## config.mk

```make
export PLATFORM = sky130hd
export DESIGN_NAME = ias_cell
export DESIGN_NICKNAME = d
export VERILOG_FILES = /design/src/design/ias_pkg.sv /design/src/design/ias_cell.sv
export SDC_FILE = /design/constraint.sdc
export NUM_CORES = 1
export LEC_CHECK = 0
export ABC_AREA = 1
export BUFFER_PORTS_ARGS = -buffer_cell sky130_fd_sc_hd__buf_2
export CAP_MARGIN = 20
export CORE_UTILIZATION = 40
export CTS_CLUSTER_DIAMETER = 60
export CTS_CLUSTER_SIZE = 14
export DETAILED_ROUTE_END_ITERATION = 8
export PLACE_DENSITY_LB_ADDON = 0.3
export RECOVER_POWER = 100
export SYNTH_ARGS = -nofsm -noshare
export SYNTH_HDL_FRONTEND = slang
export SYNTH_SLANG_ARGS = --single-unit
```

## constraint.sdc

```tcl
create_clock -name aclk -period 3.4 [get_ports aclk]
set_clock_uncertainty 0.2 [all_clocks]
set_input_delay 0.17 -clock aclk [delete_from_list [all_inputs] [get_ports aclk]]
set_output_delay 0.17 -clock aclk [all_outputs]
set_load 0.05 [all_outputs]
```

## src/design/ias_pkg.sv

```systemverilog
// ============================================================================
// ias_pkg
// Shared codes and types for the indexed array with insert, delete and sort.
// ============================================================================
package ias_pkg;

    // Operation codes carried in the mode field of an input word.
    localparam logic [2:0] MODE_PUSH   = 3'd0;
    localparam logic [2:0] MODE_INSERT = 3'd1;
    localparam logic [2:0] MODE_DELETE = 3'd2;
    localparam logic [2:0] MODE_GET    = 3'd3;
    localparam logic [2:0] MODE_SET    = 3'd4;
    localparam logic [2:0] MODE_SORT   = 3'd5;
    localparam logic [2:0] MODE_CLEAR  = 3'd6;

    // Status codes of a result word.
    localparam logic [1:0] STATUS_OK    = 2'd0;
    localparam logic [1:0] STATUS_RANGE = 2'd1;
    localparam logic [1:0] STATUS_FULL  = 2'd2;

    // Commands broadcast to every cell of the chain.
    localparam logic [2:0] CELL_HOLD   = 3'd0;
    localparam logic [2:0] CELL_INSERT = 3'd1;
    localparam logic [2:0] CELL_DELETE = 3'd2;
    localparam logic [2:0] CELL_SET    = 3'd3;
    localparam logic [2:0] CELL_SORT   = 3'd4;

    localparam int WORD_W = 32;

    typedef struct packed {
        logic [2:0]        op;     // cell command
        logic [WORD_W-1:0] value;  // word written by insert or set
        logic              desc;   // sort direction, 1 for descending
        logic              phase;  // odd-even transposition phase
    } cell_ctrl_t;

endpackage

```

## src/design/ias_cell.sv

```systemverilog
// ============================================================================
// ias_cell
// One entry of the array chain: shifts, writes and compare-exchanges.
// ============================================================================
module ias_cell
    import ias_pkg::*;
#(
    parameter int CELL_INDEX = 0,
    parameter int PW         = 6
) (
    input  logic              aclk,
    input  cell_ctrl_t        ctrl,
    input  logic [PW-1:0]     sel_pos,
    input  logic [PW-1:0]     count,
    input  logic [WORD_W-1:0] dn_data,
    input  logic              dn_swap,
    input  logic [WORD_W-1:0] up_data,
    output logic [WORD_W-1:0] data,
    output logic              swap_up,
    output logic              order_ok,
    output logic [WORD_W-1:0] rd_data
);

    localparam logic [PW-1:0] MY_IDX   = PW'(CELL_INDEX);
    localparam logic [PW-1:0] NEXT_IDX = PW'(CELL_INDEX + 1);
    localparam logic          MY_PAR   = 1'(CELL_INDEX % 2);

    logic [WORD_W-1:0] entry_reg;
    logic [WORD_W-1:0] entry_next;
    logic              pair_valid;
    logic              gt_up;
    logic              lt_up;

    assign pair_valid = (NEXT_IDX < count);
    assign gt_up      = ($signed(entry_reg) > $signed(up_data));
    assign lt_up      = ($signed(entry_reg) < $signed(up_data));

    // This cell is the lower partner of its pair in the current phase.
    assign swap_up  = (ctrl.op == CELL_SORT) && (MY_PAR == ctrl.phase) && pair_valid &&
                      (ctrl.desc ? lt_up : gt_up);
    assign order_ok = !pair_valid || !gt_up;
    assign rd_data  = (MY_IDX == sel_pos) ? entry_reg : '0;
    assign data     = entry_reg;

    always_comb begin
        entry_next = entry_reg;
        unique case (ctrl.op)
            CELL_INSERT: begin
                if (MY_IDX == sel_pos) begin
                    entry_next = ctrl.value;
                end else if (MY_IDX > sel_pos) begin
                    entry_next = dn_data;
                end
            end
            CELL_DELETE: begin
                if (MY_IDX >= sel_pos) begin
                    entry_next = up_data;
                end
            end
            CELL_SET: begin
                if (MY_IDX == sel_pos) begin
                    entry_next = ctrl.value;
                end
            end
            CELL_SORT: begin
                if (swap_up) begin
                    entry_next = up_data;
                end else if (dn_swap) begin
                    entry_next = dn_data;
                end
            end
            default: begin
                entry_next = entry_reg;
            end
        endcase
    end

    always_ff @(posedge aclk) begin
        entry_reg <= entry_next;
    end

endmodule

```

* Yosys cells after proc, flatten, opt, wreduce, memory -nomap -nowiden
Cells that the tools add are included.
Word-level totals: register bits 32, input bits 115, output and inout bits 66, word-level logic and storage cells 33
Cells by class: $lt $le $gt $ge 5, eq/ne operators 8, multiplexer cells 9, bitwise logic cells 1, reductions and logical operators 9
Operators by type and width (number):
- 32-bit 2-to-1 mux | 7
- 32-bit one-hot mux with 4 select lines | 1
- 32-bit > comparator | 1
- 32-bit less-than comparator | 1
- 3-bit by 2-bit equality test with 1-bit output (second input constant) | 2
- 1-bit by 6-bit >= comparator with 1-bit output (first input constant) | 1
- 1-bit by 6-bit > comparator with 1-bit output (first input constant) | 1
- 6-bit logical NOT | 1
- 1-bit by 6-bit less-than comparator with 1-bit output (first input constant) | 1
- 3-bit inequality test (second input constant) | 2
- 5-bit AND reduction | 1
- 2-bit inequality test (second input constant) | 2
- 4-bit nonzero test | 1
- 3-bit by 1-bit equality test with 1-bit output (second input constant) | 1
- 3-bit equality test (second input constant) | 1
- 1-bit logical AND | 3
- 1-bit logical NOT | 2
- 1-bit logical OR | 1
- 1-bit 2-to-1 mux | 1
- 1-bit NOT | 1

* Longest topological paths before layout
Gate-level depths: netlist of the first run.
word-level depth 6, mapped depth 22, gate-level depth less buffers 21

* Worst setup path before layout of the first run
No wires, ideal clock.
path type flip-flop to flip-flop, from register entry_reg[29] (netlist: data[29]), to register entry_reg[0] (netlist: data[0]), enable pin, library setup time 389 ps, data arrival time 3003 ps, data required time 2811 ps, setup slack -192 ps, stages on the path, launching flop included 15, buffers on the path 0, clock period less this slack 3592 ps, path through edfxtp_1 > ha_1 > a21oi_2 > nor2_1 > nor2_2 > nand2_2 > a21oi_4 > nand2_2 > nand2_2 > nand3_2 > nand2_4 > nand2_8 > inv_1 > o21ai_1 > nand2_1
On the way: word-level cells in the longest chain between the ends 5, elaborated cells on any way between the ends 6, classes of those cells order compare: 2; eq/ne: 1; mux: 1; reduce/logical: 2
Ends and longest elaborated chain:
- start, declared | line ias_cell.sv:28 | logic [WORD_W-1:0] entry_reg;
- start signal, assigned | line ias_cell.sv:79 | entry_reg <= entry_next;
- 32-bit > comparator / 32-bit less-than comparator (equally long branches) | line ias_cell.sv:35, ias_cell.sv:36
- 1-bit 2-to-1 mux (*) | line ias_cell.sv:40 | (ctrl.desc ? lt_up : gt_up);
- 1-bit logical AND (*) | line ias_cell.sv:39 | assign swap_up = (ctrl.op == CELL_SORT) && (MY_PAR == ctrl.phase) && pair_valid &&
- net swap_up | line ias_cell.sv:19 | output logic swap_up,
- 3-bit inequality test (no source line) (*)
- 5-bit AND reduction (no source line) (*)
The timed path passes the listed nets; every way through them passes the cells marked *. A chain may end at the register's enable or synchronous reset.

* Final worst setup path of the first run
from input port up_data[17], to register entry_reg[4] (netlist: data[4]), enable pin
On the way: word-level cells in the longest chain between the ends 5, elaborated cells on any way between the ends 6, classes of those cells order compare: 2; eq/ne: 1; mux: 1; reduce/logical: 2
Ends and longest elaborated chain:
- start, declared | line ias_cell.sv:17 | input logic [WORD_W-1:0] up_data,
- 32-bit > comparator / 32-bit less-than comparator (equally long branches) | line ias_cell.sv:35, ias_cell.sv:36
- 1-bit 2-to-1 mux (*) | line ias_cell.sv:40
- 1-bit logical AND (*) | line ias_cell.sv:39
- 3-bit inequality test (no source line) (*)
- 5-bit AND reduction (no source line) (*)
Mark *: on every way between the ends. The rest lies on a longest branch, timed or not.

==> load_flow_metrics.sql, run 1 <==
INSERT INTO impl_metrics (metric_group, metric, value, unit) VALUES
('outcome', 'status', 'finished, violations left', ''),
('outcome', 'violations', 'max-capacitance violations, max-slew violations', ''),
('timing', 'post_layout_minimum_cycle_time', '3.13', 'ns'),
('worst_setup_path', 'timing.setup.critical_path_class', 'in -> reg', ''),
('grt', 'antenna_found_initial', '0', ''),
('worst_setup_path', 'startpoint_type', 'input pin', ''),
('final_layout', 'filler_cell_count', '1117', ''),
('die', 'chipWidth', '107', 'µm'),
('die', 'coreArea', '10800', 'µm²'),
('detailed_routing', 'viasPerCell', '5.13', ''),
('die', 'row_count', '38', ''),
('grt', 'grt_start_max_net_pins', '38', ''),
('synthesis', 'ys_seq_elements', '32', ''),
('detailed_routing', 'drt-total-wl', '13100', 'µm'),
('die', 'design.die.area', '11500', 'µm²'),
('clocking', 'clkSinkCount', '32', ''),
('grt', 'groute.usage.overall', '22.6', '%'),
('run', 'max-cap-violations', '1', ''),
('timing', 'timing.setup.tns', '0', 'ns'),
('pwr', 'power_per_cell_area', '240', 'nW/µm²'),
('grt', 'grt_first_pass_wirelength', '20400', 'µm'),
('worst_setup_path', 'path_delay_family', 'simple AND/OR/NAND/NOR gates', ''),
('clocking', 'cts.htree.levels', '2', ''),
('die', 'die_span_y', '107', 'µm'),
('worst_setup_path', 'reg2reg_setup_slack', '0.30', 'ns'),
('clocking', 'cts.root.buffer_cell', 'clkbuf_8', ''),
('worst_setup_path', 'crit_path_largest_cell_delay', '0.53', 'ns'),
('detailed_routing', 'dr_total_vias', '4510', ''),
('worst_setup_path', 'path_common_cell', 'nand2_1', ''),
('final_layout', 'areaGrowthSynthToFinish', '21.0', '%'),
('final_layout', 'drive_gt1_share', '33.1', '%'),
('pwr', 'power.sequential.fraction', '37.0', '%'),
('synthesis', 'synth_area', '4420', 'µm²'),
('worst_setup_path', 'worst-endpoint-arrival', '2.91', 'ns'),
('final_layout', 'diodes', '0', ''),
('clocking', 'tritoncts.num_buffers', '5', ''),
('timing', 'setup-violations-final', '0', ''),
('pwr', 'clkPwrFrac', '23.7', '%'),
('timing', 'final_max_slew_viol_count', '38', ''),
('timing', 'post-route-period-util', '92.2', '%'),
('placement', 'place.port_buffers', '179', ''),
('min_path', 'hold_path_class', 'in -> reg', ''),
('die', 'floorplan.initialDensity', '41.0', '%'),
('final_layout', 'finish.instance_area', '5350', 'µm²'),
('synthesis', 'postSynthAreaPerCell', '7.84', 'µm²'),
('clocking', 'tritoncts', 'done', ''),
('worst_setup_path', 'cell_breakdown_of_the_critical_path', 'dlygate4sd3_1 -> buf_2 -> inv_1 -> ha_1 -> nand2_1 -> nand2_1 -> nand2_1 -> nand2_1 -> nand2_1 -> nand2_1 -> a21oi_4 -> nand2_2 -> nand2_1 -> nand3_1 -> nand2_4 -> nand2_8 -> inv_1 -> o21ai_0 -> nand2_2 -> buf_12', ''),
('placement', 'finalWeightedCongestion', '0.793', ''),
('worst_setup_path', 'worst_setup_path_end_kind', 'flip-flop', ''),
('final_layout', 'layoutNonFillerInstCount', '880', ''),
('detailed_routing', 'drt_first_pass_iters', '4', ''),
('detailed_routing', 'drcViolationCount', '0', ''),
('worst_setup_path', 'worstPathMaxFanout', '32', ''),
('synthesis', 'synthCells', '564', ''),
('grt', 'overflow', '0', ''),
('timing', 'fin_hold_ws', '0.0122', 'ns'),
('placement', 'placed_cells', '862', ''),
('placement', 'dpl.hpwl', '9290', 'µm'),
('synthesis', 'synthesis.yosys.warnings', '0', ''),
('synthesis', 'seq_area_frac_synth', '21.7', '%'),
('clocking', 'clock_latency', '0.29', 'ns'),
('worst_setup_path', 'standard_cell_with_the_maximum_stage_delay_on_the_critical_path', 'dlygate4sd3_1', ''),
('timing', 'final-hold-violation-count', '0', ''),
('pwr', 'power_switching_share', '38.6', '%'),
('grt', 'first_global_vias', '4376', ''),
('timing', 'max_clock_freq', '319', 'MHz'),
('worst_setup_path', 'cp.required', '3.17', 'ns'),
('pwr', 'power.share.combinational', '39.3', '%'),
('die', 'ios', '181', ''),
('clocking', 'ctsLongestPathBuffers', '2', ''),
('detailed_routing', 'drt_first_iter_violations', '251', '');
==> synth_stat cells <==
cell	instances	area [µm²]
inv_6	1	8.76
or2_2	1	6.26
edfxtp_1	32	961
nor2_8	1	20.0
nand2_8	1	20.0
o21ai_0	1	5.00
buf_6	3	33.8
a21o_1	1	7.51
clkbuf_8	4	55.1
nand3_1	40	200
clkinv_1	1	3.75
inv_1	110	413
o211ai_1	32	240
a21oi_2	1	8.76
buf_4	6	45.0
nand2_2	5	31.3
nor2_1	49	184
ha_1	32	400
nand3_2	63	631
nand4_1	2	12.5
nor3b_1	1	7.51
a22oi_1	30	225
inv_2	3	11.3
nor2_2	4	25.0
a21oi_1	13	65.1
nor3_4	1	16.3
o21a_2	1	8.76
nand2_1	71	267
a21oi_4	1	16.3
nor3_1	1	5.00
nand2_4	32	360
buf_12	3	60.1
o21ai_1	2	10.0
clkbuf_1	15	56.3
==> path summary, 6_finish.rpt <==
kind / startpoint / end / cells after the start
worst max-delay path: up_data[17] / data[4]$_DFFE_PP_ / 20
worst min-delay path: ctrl[14] / data[12]$_DFFE_PP_ / 3
worst max register to register: data[23]$_DFFE_PP_ / data[4]$_DFFE_PP_ / 14
worst min register to register: data[30]$_DFFE_PP_ / data[17]$_DFFE_PP_ / 10
==> tightest hold or removal path: cells and delay by family <==
| family | cells | cell delay, ns |
|---|---|---|
| simple gates | 1 | 0.07 |
| compound gates | 1 | 0.07 |
| buf+inv | 1 | 0.09 |
==> per-layer routing <==
layer	routed length [µm]	global-route usage, %	share of wire, %	vias to the layer above
li1	-	-	-	2227
met1	5660	26.2	43	2092
met2	6530	41.8	50	166
met3	631	2.86	4.8	25
met4	310	8.90	2.4	0
met5	0	0	0	-
==> power by group through the flow <==
stage               clock [mW]  combinational [mW]  sequential (mW)
finish                   0.304               0.505            0.475
global route             0.325               0.556            0.477
CTS                      0.318               0.529            0.475
detailed placement           0               0.518            0.484
global placement             0               0.506            0.483
floorplan                    0               0.310            0.535
==> final cells by class <==
| cell class | count | area (µm²) | share of cell area (%) |
|---|---|---|---|
| Multi-Input combinational cell | 386 | 2670 | 49.8 |
| Timing Repair Buffer | 199 | 1030 | 19.2 |
| Sequential cell | 32 | 961 | 18.0 |
| Inverter | 115 | 437 | 8.17 |
| Tap cell | 140 | 175 | 3.28 |
| Clock buffer | 6 | 72.6 | 1.36 |
| Clock inverter | 2 | 11.3 | 0.211 |
==> timing repair <==
item                                   in CTS  in global routing
resized for setup                           0                  0
endpoints found under the hold margin      10                  0
hold buffers                               10                  0
==> placed cells by master, fill, tap and decap left out, drive strengths merged <==
cell         synthesis  final
o21ai                3      3
clkinv               1      2
buf                 12    123
nor3b                1      1
ha                  32     32
clkinvlp             0      1
or2                  1      1
dlygate4sd3          0     10
o211ai              32     32
nand4                2      2
a21oi               15     15
clkbuf              19     72
nor3                 2      2
edfxtp              32     32
inv                114    114
a21o                 1      1
nand3              103    103
a22oi               30     30
nand2              109    109
o21a                 1      1
nor2                54     54
==> kinds of logic (layout without fill, tap and decap cells) <==
kind of cell	Yosys count	count (layout)	synth area share [%]
AND/OR/NAND/NOR	272	272	40.4
buffers and inverters	146	322	15.5
AO/OA/AOI/OAI	82	82	13.3
adder cells (fa/ha/maj)	32	32	9.06
flip-flops	32	32	21.7
==> stage by stage <==
| step | total power, mW | setup slack [ns] |
|---|---|---|
| 3_5_place_dp | 1.00 | 0.442 |
| 2_1_floorplan | 0.845 | 0.0847 |
| 3_3_place_gp | 0.989 | 0.472 |
| 6_report | 1.28 | 0.266 |
| 4_1_cts | 1.32 | 0.397 |
| 5_1_grt | 1.36 | 0.0683 |
No activity file was read; power rests on OpenSTA's default activity.
==> run 2: changes to the inputs <==
Settings changed: CORE_ASPECT_RATIO set to 0.5.
==> load_flow_metrics.sql, run 2 (same netlist as run 1, synthesis figures left out) <==
INSERT INTO impl_metrics (metric_group, metric, value, unit) VALUES
('outcome', 'status', 'finished, final reports clean', ''),
('clocking', 'cts.root.buffer_cell', 'clkbuf_16', ''),
('detailed_routing', 'drcViolationCount', '0', ''),
('worst_setup_path', 'startpoint_type', 'flip-flop', ''),
('timing', 'setup_repair_after_global_routing_missed_its_margin', 'false', ''),
('timing', 'relSlewSlack', '24.9', '%'),
('grt', 'grt_first_pass_wirelength', '19900', 'µm'),
('clocking', 'cts.clk_slew.worst_paths', '0.05', 'ns'),
('final_layout', 'drive_gt1_share', '30.0', '%'),
('worst_setup_path', 'cell_breakdown_of_the_critical_path', 'ha_1 -> nand2_1 -> nor2_1 -> nand2_1 -> clkinv_1 -> nand2_1 -> nand2_1 -> nand2_2 -> nand2_1 -> nand2_2 -> nand3_1 -> nand2_4 -> nand2_8 -> buf_4 -> nand2_1 -> nand3_1 -> nand3_1', ''),
('worst_setup_path', 'path_common_cell', 'nand2_1', ''),
('worst_setup_path', 'worst-endpoint-arrival', '2.85', 'ns'),
('final_layout', 'areaGrowthSynthToFinish', '19.2', '%'),
('final_layout', 'num-nets-final', '876', ''),
('detailed_routing', 'viasPerCell', '4.97', ''),
('detailed_routing', 'drt_first_pass_iters', '4', ''),
('die', 'coreArea', '10500', 'µm²'),
('die', 'row_count', '26', ''),
('pwr', 'power_per_cell_area', '268', 'nW/µm²'),
('die', 'design.die.area', '11500', 'µm²'),
('timing', 'post_layout_minimum_cycle_time', '3.03', 'ns'),
('clocking', 'post_cts_hold_buffer_count', '0', ''),
('timing', 'max_clock_freq', '330', 'MHz'),
('placement', 'post-place-ws', '0.423', 'ns'),
('final_layout', 'layoutNonFillerInstCount', '870', ''),
('grt', 'antenna_found_initial', '0', ''),
('final_layout', 'diodes', '0', ''),
('die', 'floorplan.initialDensity', '42.2', '%'),
('clocking', 'ctsLongestPathBuffers', '2', ''),
('pwr', 'design_power', '1.41', 'mW'),
('die', 'ios', '181', ''),
('detailed_routing', 'wire_per_inst', '14.2', 'µm'),
('final_layout', 'final_common_cell', 'buf_2', ''),
('timing', 'timing.setup.tns', '0', 'ns'),
('placement', 'finalWeightedCongestion', '0.787', ''),
('clocking', 'clock_latency', '0.28', 'ns'),
('final_layout', 'fin_util', '50.3', '%'),
('detailed_routing', 'drt_first_iter_violations', '237', ''),
('timing', 'final_max_slew_viol_count', '0', ''),
('clocking', 'tritoncts', 'done', ''),
('worst_setup_path', 'crit_path_largest_cell_delay', '0.53', 'ns'),
('timing', 'timing_worst_slew_pin_value', '1.13', 'ns'),
('placement', 'place.port_buffers', '179', ''),
('detailed_routing', 'dr_total_vias', '4321', ''),
('worst_setup_path', 'worst_setup_path_end_kind', 'flip-flop', ''),
('die', 'chipWidth', '151', 'µm'),
('pwr', 'max-vdd-ir-drop', '0.000158', 'V'),
('worst_setup_path', 'worstPathMaxFanout', '23', ''),
('clocking', 'post_cts_resized', '0', ''),
('grt', 'groute.usage.overall', '21.6', '%'),
('detailed_routing', 'drt-total-wl', '12400', 'µm'),
('placement', 'placed_cells', '862', ''),
('final_layout', 'final_cell_mix', '114 x buf_2, 110 x inv_1, 71 x nand2_1', ''),
('timing', 'setup-violations-final', '0', ''),
('final_layout', 'largest_reg_flops', '32', ''),
('pwr', 'leakagePower', '2.72', 'nW'),
('placement', 'dpl.hpwl', '8960', 'µm'),
('worst_setup_path', 'timing.setup.critical_path_class', 'reg -> reg', ''),
('clocking', 'cts_setup_buffers', '0', ''),
('die', 'die_span_y', '76.3', 'µm'),
('clocking', 'clkSinkCount', '32', ''),
('worst_setup_path', 'standard_cell_with_the_maximum_stage_delay_on_the_critical_path', 'buf_4', ''),
('timing', 'post-route-period-util', '89.2', '%'),
('grt', 'overflow', '0', ''),
('grt', 'grt_start_max_net_pins', '58', ''),
('clocking', 'tritoncts.num_buffers', '5', ''),
('worst_setup_path', 'cp.required', '3.22', 'ns'),
('timing', 'fin_ws', '0.369', 'ns'),
('min_path', 'hold_path_class', 'in -> reg', ''),
('run', 'max-cap-violations', '0', ''),
('clocking', 'cts.htree.levels', '2', ''),
('grt', 'first_global_vias', '4197', ''),
('detailed_routing', 'final_antenna_net_count', '0', ''),
('timing', 'final-hold-violation-count', '0', '');
-- run 2: critical path: cells and delay by family (launching register included) --
family / cells / cell delay, ns
and+or+nand+nor: 14 / 1.23
buffers and inverters: 2 / 0.58
DFF: 1 / 0.42
adders and majority gates: 1 / 0.32
-- run 2: final timing paths --
kind	start	endpoint	slack, ns	cells after the start
hold / removal	up_data[17]	data[17]$_DFFE_PP_	0.01	3
setup reg to reg	data[15]$_DFFE_PP_	data[24]$_DFFE_PP_	0.37	17
hold reg to reg	data[31]$_DFFE_PP_	data[23]$_DFFE_PP_	1.33	10
setup / recovery	data[15]$_DFFE_PP_	data[24]$_DFFE_PP_	0.37	17
-- run 2: power breakdown --
| part | switching [mW] | internal [mW] | leakage, nW |
|---|---|---|---|
| clock network | 0.171 | 0.270 | 0.0655 |
| registers | 0.0148 | 0.462 | 0.285 |
| logic | 0.314 | 0.180 | 2.37 |
| total | 0.500 | 0.911 | 2.72 |
-- run 2: through the flow --
stage,cell area (µm²),hold slack (ns)
2_1_floorplan,4420,0.184
3_3_place_gp,5360,0.294
3_5_place_dp,5360,0.297
4_1_cts,5500,0.00605
5_1_grt,5270,0.0202
6_report,5270,0.0115
-- run 2: final cells by class --
type,instances,area (µm²)
Sequential cell,32,961
Clock buffer,7,133
Clock inverter,1,3.75
Multi-Input combinational cell,386,2660
Tap cell,140,175
Timing Repair Buffer,189,900
Fill cell,1086,5210
Inverter,115,437
-- run 2: metal layers --
metal  track usage, %  part of all wire, %  vias to the layer above
li1                 -                    -                     2200
met2             37.4                   47                      139
met1             28.0                   46                     1967
met3             3.83                  6.1                       15
met4             4.50                  1.1                        0
met5                0                    0                        -
==> run 3: changes to the inputs <==
Settings changed: PLACE_DENSITY_LB_ADDON 0.3 to 0.12, RECOVER_POWER 100 to not set.
==> load_flow_metrics.sql, run 3 (same netlist as run 1, synthesis figures left out) <==
INSERT INTO impl_metrics (metric_group, metric, value, unit) VALUES
('clocking', 'ctsLongestPathBuffers', '2', ''),
('detailed_routing', 'drcViolationCount', '0', ''),
('detailed_routing', 'drt_first_pass_iters', '5', ''),
('pwr', 'max-vdd-ir-drop', '0.000134', 'V'),
('die', 'ios', '181', ''),
('clocking', 'cts.htree.levels', '2', ''),
('final_layout', 'drive_gt1_share', '43.1', '%'),
('final_layout', 'final_common_cell', 'buf_2', ''),
('clocking', 'tritoncts.num_buffers', '5', ''),
('timing', 'max_clock_freq', '329', 'MHz'),
('die', 'die_span_y', '76.3', 'µm'),
('worst_setup_path', 'crit_path_largest_cell_delay', '0.42', 'ns'),
('detailed_routing', 'viasPerCell', '4.94', ''),
('die', 'design.die.area', '11500', 'µm²'),
('final_layout', 'layoutNonFillerInstCount', '868', ''),
('grt', 'first_global_vias', '4217', ''),
('final_layout', 'final_cell_mix', '179 x buf_2, 110 x inv_1, 70 x nand2_1', ''),
('final_layout', 'largest_reg_flops', '32', ''),
('detailed_routing', 'drt-total-wl', '12600', 'µm'),
('min_path', 'hold_path_class', 'in -> reg', ''),
('grt', 'antenna_found_initial', '0', ''),
('clocking', 'cts.root.buffer_cell', 'clkbuf_16', ''),
('clocking', 'tritoncts', 'done', ''),
('die', 'row_count', '26', ''),
('timing', 'relSlewSlack', '34.7', '%'),
('detailed_routing', 'final_antenna_net_count', '0', ''),
('grt', 'grt_first_pass_wirelength', '20600', 'µm'),
('final_layout', 'diodes', '0', ''),
('timing', 'timing_worst_slew_pin_value', '0.977', 'ns'),
('timing', 'post_layout_minimum_cycle_time', '3.04', 'ns'),
('die', 'coreArea', '10500', 'µm²'),
('final_layout', 'areaGrowthSynthToFinish', '24.5', '%'),
('final_layout', 'finish.instance_area', '5500', 'µm²'),
('die', 'floorplan.initialDensity', '42.2', '%'),
('detailed_routing', 'wire_per_inst', '14.6', 'µm'),
('timing', 'setup_repair_after_global_routing_missed_its_margin', 'false', ''),
('clocking', 'cts_setup_buffers', '0', ''),
('timing', 'final-hold-violation-count', '0', ''),
('grt', 'groute.usage.overall', '23.0', '%'),
('placement', 'dpl.hpwl', '9440', 'µm'),
('final_layout', 'num-nets-final', '877', ''),
('clocking', 'cts.clk_slew.worst_paths', '0.05', 'ns'),
('placement', 'placedInstanceArea', '5380', 'µm²'),
('worst_setup_path', 'worst-endpoint-arrival', '2.67', 'ns'),
('worst_setup_path', 'standard_cell_with_the_maximum_stage_delay_on_the_critical_path', 'edfxtp_1', ''),
('run', 'max-cap-violations', '0', ''),
('outcome', 'status', 'finished, final reports clean', ''),
('grt', 'grt_start_max_net_pins', '52', ''),
('detailed_routing', 'drt_first_iter_violations', '153', ''),
('worst_setup_path', 'worstPathMaxFanout', '14', ''),
('worst_setup_path', 'timing.setup.critical_path_class', 'reg -> out', ''),
('placement', 'finalWeightedCongestion', '0.794', ''),
('placement', 'place.port_buffers', '179', ''),
('timing', 'post-route-period-util', '89.3', '%'),
('clocking', 'post_cts_resized', '0', ''),
('clocking', 'post_cts_hold_buffer_count', '0', ''),
('worst_setup_path', 'cell_breakdown_of_the_critical_path', 'ha_1 -> a21oi_1 -> o21ai_0 -> a21oi_1 -> nand2_1 -> nand2_2 -> nand2_2 -> nand2_2 -> nand3_2 -> nand2_4 -> nand2_8 -> inv_1 -> buf_2', ''),
('detailed_routing', 'dr_total_vias', '4292', ''),
('pwr', 'power_per_cell_area', '257', 'nW/µm²'),
('clocking', 'clkSinkCount', '32', ''),
('timing', 'timing.setup.tns', '0', 'ns'),
('clocking', 'clock_latency', '0.28', 'ns'),
('worst_setup_path', 'startpoint_type', 'flip-flop', ''),
('pwr', 'leakagePower', '3.00', 'nW'),
('worst_setup_path', 'path_common_cell', 'nand2_2', ''),
('timing', 'final_max_slew_viol_count', '0', ''),
('die', 'chipWidth', '151', 'µm'),
('worst_setup_path', 'cp.required', '3.03', 'ns'),
('timing', 'setup-violations-final', '0', ''),
('grt', 'overflow', '0', ''),
('worst_setup_path', 'worst_setup_path_end_kind', 'output port', ''),
('placement', 'placed_cells', '863', '');
==> run 3: changes by cell type in the layout (fill, tap and decap cells not counted), sizes merged <==
cell	delta
clkbuf	-69
buf	+68
clkinv	-1
==> run 3: cell type report <==
type                       count  area (µm²)
clock buffer                   5         125
fill                        1048        4970
inverter                     115         437
multi-input combinational    386        2800
sequential                    32         961
tap                          140         175
timing repair buffer         190        1000
==> run 3: critical path, delay by kind of cell (launching register included) <==
kind	cells	cell delay [ns]
and+or+nand+nor	7	0.81
AOI/OAI and AO/OA	3	0.45
DFF	1	0.42
buffers and inverters	2	0.39
adders and majority gates	1	0.31
==> run 3: worst paths after layout <==
kind	startpoint	end	slack, ns	cells past startpoint
setup reg to reg	data[15]$_DFFE_PP_	data[29]$_DFFE_PP_	0.38	15
setup / recovery	data[15]$_DFFE_PP_	swap_up	0.36	13
hold reg to reg	data[30]$_DFFE_PP_	data[16]$_DFFE_PP_	1.18	8
hold / removal	ctrl[10]	data[8]$_DFFE_PP_	0.01	3
==> run 3: per-stage QoR <==
stage	setup slack, ns	power, mW	util [%]	hold WS, ns
after floorplan	0.0847	0.845	-	0.184
after global placement	0.392	0.997	51.3	0.295
after detailed placement	0.373	1.00	51.3	0.296
after CTS	0.340	1.43	52.5	0.00317
after global routing	0.124	1.50	52.5	0.0233
final	0.363	1.41	52.5	0.0120
==> run 3: routing by layer <==
metal	up-vias	global-route usage, %	wire, µm
met3	7	3.89	786
met2	139	37.5	5580
met4	0	4.40	82
li1	2200	-	-
met5	-	0	0
met1	1946	31.8	6200
==> run 3: where the power goes <==
| part | switching [mW] | internal, mW |
|---|---|---|
| combinational | 0.324 | 0.192 |
| clock | 0.163 | 0.259 |
| sequential | 0.0140 | 0.462 |
| total | 0.501 | 0.912 |
